==> config.mk <==
export PLATFORM = sky130hd
export DESIGN_NAME = ktgb_cordic
export DESIGN_NICKNAME = d
export VERILOG_FILES = /design/src/sv/assert_macros.svh /design/src/sv/ktgb_pkg.sv /design/src/sv/ktgb_cordic.sv
export SDC_FILE = /design/constraint.sdc
export NUM_CORES = 1
export LEC_CHECK = 0
export ABC_CLOCK_PERIOD_IN_PS = 9500
export BUFFER_PORTS_ARGS = -buffer_cell sky130_fd_sc_hd__buf_2
export CAP_MARGIN = 20
export CORE_ASPECT_RATIO = 1.1
export CORE_MARGIN = 5
export CORE_UTILIZATION = 60
export CTS_CLUSTER_DIAMETER = 100
export DETAILED_ROUTE_END_ITERATION = 10
export PLACE_DENSITY = 0.81
export SYNTH_ARGS = -nofsm -noshare
export SYNTH_HDL_FRONTEND = slang
export SYNTH_SLANG_ARGS = --single-unit
==> constraint.sdc <==
create_clock -name aclk -period 9.5 [get_ports aclk]
set_input_delay 1.9 -clock aclk [delete_from_list [all_inputs] [get_ports aclk]]
set_output_delay 1.9 -clock aclk [all_outputs]
set_load 0.005 [all_outputs]
==> src/sv/assert_macros.svh <==
// Assertion macros shared by the tilt filter RTL.
// No dependencies; included by files that carry concurrent assertions.
`ifndef ASSERT_MACROS_SVH
`define ASSERT_MACROS_SVH

// Same-cycle implication, disabled while reset is asserted.
`define KTGB_ASSERT_NOW(label, clk, rstn, ante, cons) \
    label: assert property (@(posedge clk) disable iff (!(rstn)) (ante) |-> (cons)) \
        else $error("assertion failed");

// Next-cycle implication, disabled while reset is asserted.
`define KTGB_ASSERT_NEXT(label, clk, rstn, ante, cons) \
    label: assert property (@(posedge clk) disable iff (!(rstn)) (ante) |=> (cons)) \
        else $error("assertion failed");

`endif

==> src/sv/ktgb_pkg.sv <==
// Package for the tilt Kalman filter: types, limits, register indexes,
// the arctangent table and saturation helpers. No dependencies.
`timescale 1ns / 1ps

package ktgb_pkg;

    localparam int TAB_IDX_W = 5;
    localparam int TAB_BITS  = 24;

    localparam logic [2:0] REG_STEP_TIME          = 3'd0;
    localparam logic [2:0] REG_PROCESS_NOISE      = 3'd1;
    localparam logic [2:0] REG_MEASUREMENT_NOISE  = 3'd2;
    localparam logic [2:0] REG_GYRO_FULL_SCALE    = 3'd3;
    localparam logic [2:0] REG_INITIAL_COVARIANCE = 3'd4;

    localparam logic CMD_INIT   = 1'b0;
    localparam logic CMD_UPDATE = 1'b1;

    localparam logic signed [67:0] ANGLE_LIMIT = 68'sd11796480;
    localparam logic signed [67:0] BIAS_LIMIT  = 68'sd131072000;
    localparam logic signed [67:0] SAT_HI      = 68'sd2147483647;
    localparam logic signed [67:0] SAT_LO      = -68'sd2147483648;

    typedef struct packed {
        logic [15:0] step_time;
        logic [23:0] process_noise;
        logic [23:0] measurement_noise;
        logic [10:0] gyro_full_scale;
        logic [23:0] initial_covariance;
    } ktgb_cfg_t;

    typedef struct packed {
        logic        command;
        logic [15:0] gyro_rate;
        logic [24:0] meas;
    } ktgb_job_t;

    // atan(2^-i) in degrees, Q8.24.
    function automatic logic [31:0] atan_q24(input logic [TAB_IDX_W-1:0] idx);
        logic [31:0] v;
        case (idx)
            5'd0:  v = 32'd754974720;
            5'd1:  v = 32'd445687602;
            5'd2:  v = 32'd235489088;
            5'd3:  v = 32'd119537938;
            5'd4:  v = 32'd60000934;
            5'd5:  v = 32'd30029717;
            5'd6:  v = 32'd15018523;
            5'd7:  v = 32'd7509720;
            5'd8:  v = 32'd3754917;
            5'd9:  v = 32'd1877466;
            5'd10: v = 32'd938734;
            5'd11: v = 32'd469367;
            5'd12: v = 32'd234684;
            5'd13: v = 32'd117342;
            5'd14: v = 32'd58671;
            5'd15: v = 32'd29335;
            5'd16: v = 32'd14668;
            5'd17: v = 32'd7334;
            5'd18: v = 32'd3667;
            5'd19: v = 32'd1833;
            5'd20: v = 32'd917;
            5'd21: v = 32'd458;
            5'd22: v = 32'd229;
            5'd23: v = 32'd115;
            default: v = 32'd0;
        endcase
        return v;
    endfunction

    function automatic logic signed [67:0] clip(input logic signed [67:0] v,
                                                input logic signed [67:0] lo,
                                                input logic signed [67:0] hi);
        logic signed [67:0] r;
        if (v < lo) begin
            r = lo;
        end else if (v > hi) begin
            r = hi;
        end else begin
            r = v;
        end
        return r;
    endfunction

    function automatic logic signed [31:0] sat32(input logic signed [67:0] v);
        logic signed [67:0] r;
        r = clip(v, SAT_LO, SAT_HI);
        return r[31:0];
    endfunction

endpackage

==> src/sv/ktgb_cordic.sv <==
// Iterative vectoring CORDIC giving atan2(side, vertical) in degrees, signed Q9.16.
// Depends on ktgb_pkg for the arctangent table and limits.
`timescale 1ns / 1ps

module ktgb_cordic #(
    parameter int ITER = 16,
    parameter int FB   = 16
) (
    input  logic               aclk,
    input  logic               aresetn,
    input  logic               start,
    input  logic signed [15:0] side,
    input  logic signed [15:0] vert,
    output logic               done,
    output logic signed [24:0] meas
);
    import ktgb_pkg::*;

    localparam int XW = 44;
    localparam int ZW = FB + 10;
    localparam int SH = TAB_BITS - FB;
    localparam logic signed [ZW-1:0] HALF_TURN = ZW'(64'sd180 <<< FB);

    localparam logic [1:0] C_IDLE = 2'd0;
    localparam logic [1:0] C_RUN  = 2'd1;
    localparam logic [1:0] C_FIN  = 2'd2;

    logic [1:0]             state_reg;
    logic [TAB_IDX_W-1:0]   cnt_reg;
    logic signed [XW-1:0]   x_reg, y_reg;
    logic signed [ZW-1:0]   z_reg, base_reg;
    logic signed [24:0]     meas_reg;
    logic                   done_reg;

    logic signed [16:0]     xs, ys;
    logic signed [ZW-1:0]   base_start;
    logic signed [XW-1:0]   dx, dy;
    logic [33:0]            a_w;
    logic signed [ZW-1:0]   a_z;
    logic signed [ZW-1:0]   res;
    logic signed [63:0]     r64;
    logic signed [67:0]     rclip;

    always_comb begin
        if (vert < 0) begin
            xs = -17'(vert);
            ys = -17'(side);
            base_start = (side >= 0) ? HALF_TURN : -HALF_TURN;
        end else begin
            xs = 17'(vert);
            ys = 17'(side);
            base_start = '0;
        end
        dx    = x_reg >>> cnt_reg;
        dy    = y_reg >>> cnt_reg;
        a_w   = ((34'(atan_q24(cnt_reg)) << 1) + (34'd1 << SH)) >> (SH + 1);
        a_z   = $signed(ZW'(a_w));
        res   = base_reg + z_reg;
        r64   = ((64'(res) <<< 17) + (64'sd1 <<< FB)) >>> (FB + 1);
        rclip = clip(68'(r64), -ANGLE_LIMIT, ANGLE_LIMIT);
    end

    always_ff @(posedge aclk) begin
        if (!aresetn) begin
            state_reg <= C_IDLE;
            done_reg  <= 1'b0;
        end else begin
            done_reg <= 1'b0;
            case (state_reg)
                C_IDLE: begin
                    if (start) begin
                        state_reg <= C_RUN;
                    end
                end
                C_RUN: begin
                    if (cnt_reg == TAB_IDX_W'(ITER - 1)) begin
                        state_reg <= C_FIN;
                    end
                end
                C_FIN: begin
                    state_reg <= C_IDLE;
                    done_reg  <= 1'b1;
                end
                default: state_reg <= C_IDLE;
            endcase
        end
    end

    always_ff @(posedge aclk) begin
        case (state_reg)
            C_IDLE: begin
                x_reg    <= XW'(xs) <<< 24;
                y_reg    <= XW'(ys) <<< 24;
                z_reg    <= '0;
                base_reg <= base_start;
                cnt_reg  <= '0;
            end
            C_RUN: begin
                if (y_reg > 0) begin
                    x_reg <= x_reg + dy;
                    y_reg <= y_reg - dx;
                    z_reg <= z_reg + a_z;
                end else if (y_reg < 0) begin
                    x_reg <= x_reg - dy;
                    y_reg <= y_reg + dx;
                    z_reg <= z_reg - a_z;
                end
                cnt_reg <= cnt_reg + 1'b1;
            end
            C_FIN: begin
                meas_reg <= rclip[24:0];
            end
            default: ;
        endcase
    end

    assign done = done_reg;
    assign meas = meas_reg;

endmodule

# Word level (Yosys, flattened, before mapping)
# Memories as Yosys holds them, arrays and structs flattened. A register that Yosys moved wholly into a read port is not among the register bits.
# Cells that the tools add are included.
# op_classes
eq_ne	6
n_mux	19
shifts	2
n_lt_le_gt_ge	6
addsub	12
reduce_logical	5
# ops
cell	count
$mux W44	4
$pmux W44 S2	2
$add A44 B44 Y44	2
$sshr A44 B5 Y44	2
$sub A44 B44 Y44	2
$mux W26	3
$add A26 B26 Y26	2
$pmux W26 S2	1
$add A43 B18 Y44 const B	1
$gt A44 B1 Y1 const B	1
$lt A44 B1 Y1 const B	1
$add A33 B9 Y34 const B	1
$mux W17	2
$neg A16 Y17	2
$gt A27 B25 Y1 const B	1
$lt A27 B25 Y1 const B	1
$sub A26 B26 Y26	1
$mux W25	1
$ge A16 B1 Y1 const B	1
$lt A16 B1 Y1 const B	1
$pmux W5 S2	1
$add A5 B1 Y5 const B	1
$eq A5 B4 Y1 const B	1
$mux W5	1
other kinds (11)	14
# totals
out_inout_bits	26
register_bits	173
elab_cells	60
mem_count	1
romBits	960
inputBits	35
# mem_list
name	depth	word_bits	read_ports	rd_clocked_by_memory_dff	wr	line	text
(name not given)	32	30	1	1	0	ktgb_pkg.sv:41	case (idx)

# Longest topological paths before layout
# logic_depth
depth_word	5
ltp_mapped	27

# Worst setup path after synthesis
# OpenSTA, ideal clock, no wires.
# synth_timing
path_kind	flip-flop to flip-flop
start	reg y_reg[43]
end	reg x_reg[0] (enable)
t_arrival_ns	6.510
slack_ns	2.366
path_buffers	2
period_less_slack_ns	7.134
stages_incl_launch_ff	7
setup_time_ns	0.624
t_required_ns	8.876
cell_sequence	edfxtp_1 > clkbuf_1 > buf_2 > nor4_1 > nand4_1 > nor3_1 > a21oi_1
# synth_between
elab_chain_len	3
elab_cells_between_ends	4
cone_classes	order compare: 2; eq/ne: 1; reduce/logical: 1
# synth_lines
item	line	text
from (decl)	ktgb_cordic.sv:30	logic signed [XW-1:0] x_reg, y_reg;
from (signal assigned)	ktgb_cordic.sv:93	y_reg <= XW'(ys) <<< 24;
from (signal assigned)	ktgb_cordic.sv:101	y_reg <= y_reg - dx;
from (signal assigned)	ktgb_cordic.sv:105	y_reg <= y_reg + dx;
$gt A44 B1 Y1 / $lt A44 B1 Y1 (equally long branches)	ktgb_cordic.sv:99, ktgb_cordic.sv:103	
$ne A3 B3 Y1 (no source line) *	n/a	
$reduce_and A2 Y1 (no source line) *	n/a	
to (signal assigned)	ktgb_cordic.sv:92	x_reg <= XW'(xs) <<< 24;
to (signal assigned)	ktgb_cordic.sv:100	x_reg <= x_reg + dy;
to (signal assigned)	ktgb_cordic.sv:104	x_reg <= x_reg - dy;
to (decl)	ktgb_cordic.sv:30	
# Mark *: on every way between the ends. The rest lies on a longest branch, timed or not.
# A chain may end at the register's enable or synchronous reset.

# Worst setup path in the final report
# layout_timing
start	reg cnt_reg[3]
end	reg x_reg[43], data pin
# layout_between
elab_chain_len	5
elab_cells_between_ends	6
cone_classes	add/sub: 2; shift: 1; mux: 3
# layout_lines
item	line	text
from (decl)	ktgb_cordic.sv:29	logic [TAB_IDX_W-1:0] cnt_reg;
from (signal assigned)	ktgb_cordic.sv:108	cnt_reg <= cnt_reg + 1'b1;
$sshr A44 B5 Y44 *	ktgb_cordic.sv:55	dy = y_reg >>> cnt_reg;
$sub A44 B44 Y44	ktgb_cordic.sv:104	
$mux W44	ktgb_cordic.sv:103	end else if (y_reg < 0) begin
$mux W44 *	ktgb_cordic.sv:99	if (y_reg > 0) begin
$pmux W44 S2 *	ktgb_cordic.sv:90	case (state_reg)
# Mark *: on every way between the ends. The rest lies on a longest branch, timed or not. The select of a mux whose other input is x is not followed.

==> out/qor.yml <==
logic_synthesis:
  syn_area_sq_mm: 0.0225
  ys.flop_type: "edfxtp_1"
  yosysTopAreaCell: "edfxtp_1"
  seq_area_frac_synth: 0.220
  syn-num-nets: 2736
  avgSynthCellArea_sq_um: 8.78
  synth_common_cells: "241 x nor2_1, 206 x nand2_1, 201 x a21oi_1"
  synth-edff-count: 147
  yosys_warnings: 0
  synth.most_common_cell: "nor2_1"
  async_flop_share: 0
  yosysUniqueCellTypes: 102
  synthTopCellsByArea: "edfxtp_1 20%, mux4_2 9.0%, ha_1 7.6%"
  syn-instance-count: 2560
  synth_top_area_share: 0.196
  ys_seq_elements: 173
detailed_routing:
  antenna_left: 0
  vias_per_cell: 7.08
  drc: 0
  vias: 21555
  routed_wl_um: 75200
  routedWlPerCell_um: 24.7
  drtIter0Drc: 2393
  drt_first_pass_iters: 6
global_route:
  grt_use_total: 0.352
  grt_pass1_wl_um: 115000
  antenna_found_initial: 0
  grt_max_degree: 75
  grt_overflow: 0
  grt_pass1_vias: 20259
sta:
  worst_slew_pin_slew_ps: 1040
  clock_skew_ps: 21.5
  final-hold-violation-count: 0
  setup_viol_count_final: 0
  finalCriticalPeriod_ps: 7540
  finalCritPeriodShare: 0.793
  maxSlewViolCount: 0
  max_freq_mhz: 133
  relSlewSlack: 0.302
  grt_setup_unrepaired: "false"
  fin_tns_setup_ps: 0
  fin_ws_ps: 1960
  whs_ps: 623
cts:
  clk_latency_ps: 490
  clock_path_buffers: 2
  cts_tree: "done"
  root_buffer: "clkbuf_16"
  cts.sink_count: 173
  cts_buffers: 17
  hold_buffers: 0
  clkTransAtPathRegs_ps: 80
  h-tree-depth: 4
  post-cts-setup-buffer-count: 0
  cts_resized: 0
floorplan:
  num_rows: 74
  die_w_um: 195
  io_pins: 61
  dieHeight_um: 213
  die_area_sq_mm: 0.0414
  initial_core_util: 0.605
  core_sq_mm: 0.0371
finish:
  drive_gt1_frac: 0.127
  multi_input_area_sq_mm: 0.0166
  nFillCells: 3097
  regArea_sq_mm: 0.00493
  area_growth_pct: 5.02
  diodes: 0
  final_nets: 2713
power:
  pwr_density_cell_mw_per_mm2: 397
  irDropWorstVdd_uv: 315
  p_seq_frac: 0.177
  cellLeakagePower_uw: 0.00938
  switchingPower_uw: 4920
  p_int_uw: 4450
  power.total_uw: 9380
  switching_share: 0.525
  p_comb_frac: 0.746
  clkPwrFrac: 0.077
place:
  gp_congestion: 1.09
  io_buffers: 60
  dp_worst_setup_slack_ps: 2180
  dp_hpwl_um: 57100
job:
  drv_cap: 0
hold_path:
  holdPathStages: 1
  min_from: "z_reg[14]$_SDFFCE_PN0P_"
  hold_end: "meas[14]$_SDFFCE_PP0P_"
  hp-class: "reg2reg"
setup_path:
  path_class: "reg2reg"
  arrival_ps: 7870
  critical_path.max_fanout: 22
  r2r_cells: 23
  cp.required_ps: 9840
  end_kind: "flip-flop"
  r2r-start: "cnt_reg[3]$_DFFE_PN_"
  cp-start-kind: "flip-flop"
  reg2reg_slack_ps: 1960
  rr_endpoint: "x_reg[43]$_DFFE_PP_"
run_status:
  status: "complete, no violations"
-- worst max-delay path by stage --
stage,end,slack [ps],start
2_1_floorplan,x_reg[0]$_SDFFCE_PN0P_,2370,y_reg[43]$_DFFE_PP_
3_3_place_gp,x_reg[43]$_DFFE_PP_,2340,cnt_reg[3]$_DFFE_PN_
3_5_place_dp,x_reg[43]$_DFFE_PP_,2180,cnt_reg[3]$_DFFE_PN_
4_1_cts,x_reg[43]$_DFFE_PP_,2180,cnt_reg[3]$_DFFE_PN_
5_1_grt,x_reg[43]$_DFFE_PP_,1280,cnt_reg[3]$_DFFE_PN_
6_report,x_reg[43]$_DFFE_PP_,1960,cnt_reg[3]$_DFFE_PN_
-- cells in the final DEF (no fill, tap or decap), types with 9 or more instances in the layout --
master,Yosys,routed
nor3_1,66,65
mux4_2,90,90
xnor2_1,156,156
and3_1,23,23
nand3_1,58,58
ha_1,137,137
xor2_1,80,80
mux4_1,13,13
nor3b_1,14,14
a211oi_1,29,29
mux2i_1,91,91
o211a_1,9,9
buf_2,25,60
nand2b_1,27,27
clkbuf_16,0,17
a31oi_1,34,34
o21bai_1,24,24
nor2b_1,24,23
mux2_2,50,50
dfxtp_1,26,26
o22ai_1,20,20
or2_2,14,14
a21oi_1,201,200
or3_1,18,18
a21o_1,60,60
a22oi_1,21,21
nand2_1,206,205
inv_1,67,66
o21ai_0,142,142
nor2_1,241,239
edfxtp_1,147,147
o211ai_1,23,23
o31ai_1,30,30
buf_4,6,34
and2_1,46,46
o21a_1,29,29
nor4_1,20,20
nand4_1,17,17
-- cell families after synthesis --
group           Yosys count  synth area share
compound gates          737             0.213
xor+xnor                236            0.0920
buf+inv                 210            0.0442
fa+ha+maj               142            0.0803
flops                   173             0.220
simple gates            816             0.179
mux                     246             0.173
-- stage by stage --
| step | cells | utilization | instance area (sq um) |
|---|---|---|---|
| 2_1_floorplan | 2560 | - | 22500 |
| 3_3_place_gp | 3009 | 0.619 | 23000 |
| 3_5_place_dp | 3010 | 0.619 | 23000 |
| 4_1_cts | 3042 | 0.635 | 23600 |
| 5_1_grt | 3044 | 0.636 | 23600 |
| 6_report | 3044 | 0.636 | 23600 |
-- layout make-up --
type,instances,area share
repair buffers,97,0.0264
flip-flops and latches,173,0.209
inverters,71,0.0113
well taps,494,0.0262
multi-input cells,2177,0.703
clock buffers,18,0.0182
clock inverters,14,0.00631
-- critical path: stages, from the launching register on --
cell	delay (ps)
edfxtp_1	1000
clkinv_1	750
buf_4	440
mux2_2	310
mux2i_1	510
nor2_1	80
a21oi_1	190
ha_1	260
inv_1	120
nor4_4	460
nand2_1	130
o21ai_0	210
xor2_1	100
ha_1	390
nand2_1	70
o21ai_0	160
a31oi_1	130
o31ai_1	290
nor3_1	70
a21oi_1	430
a211oi_1	210
or3b_2	540
a2111oi_0	360
o21bai_1	160
-- power by group through the flow --
stage	Combinational [uW]	Sequential (uW)	Clock (uW)
floorplan	5410	1370	0
detailed placement	6760	1630	0
global route	7640	1660	754
finish	7000	1660	721
CTS	6830	1620	723
global placement	6620	1620	0
-- routing by layer --
metal  part of all wire  GRT usage  up-vias
met3              0.096     0.0601      279
met1               0.39      0.455    10258
met2               0.45      0.563     1363
met4              0.065      0.200        0
li1                   -          -     9655
met5                  0          0        -
Power figures use the tool's default switching activity.
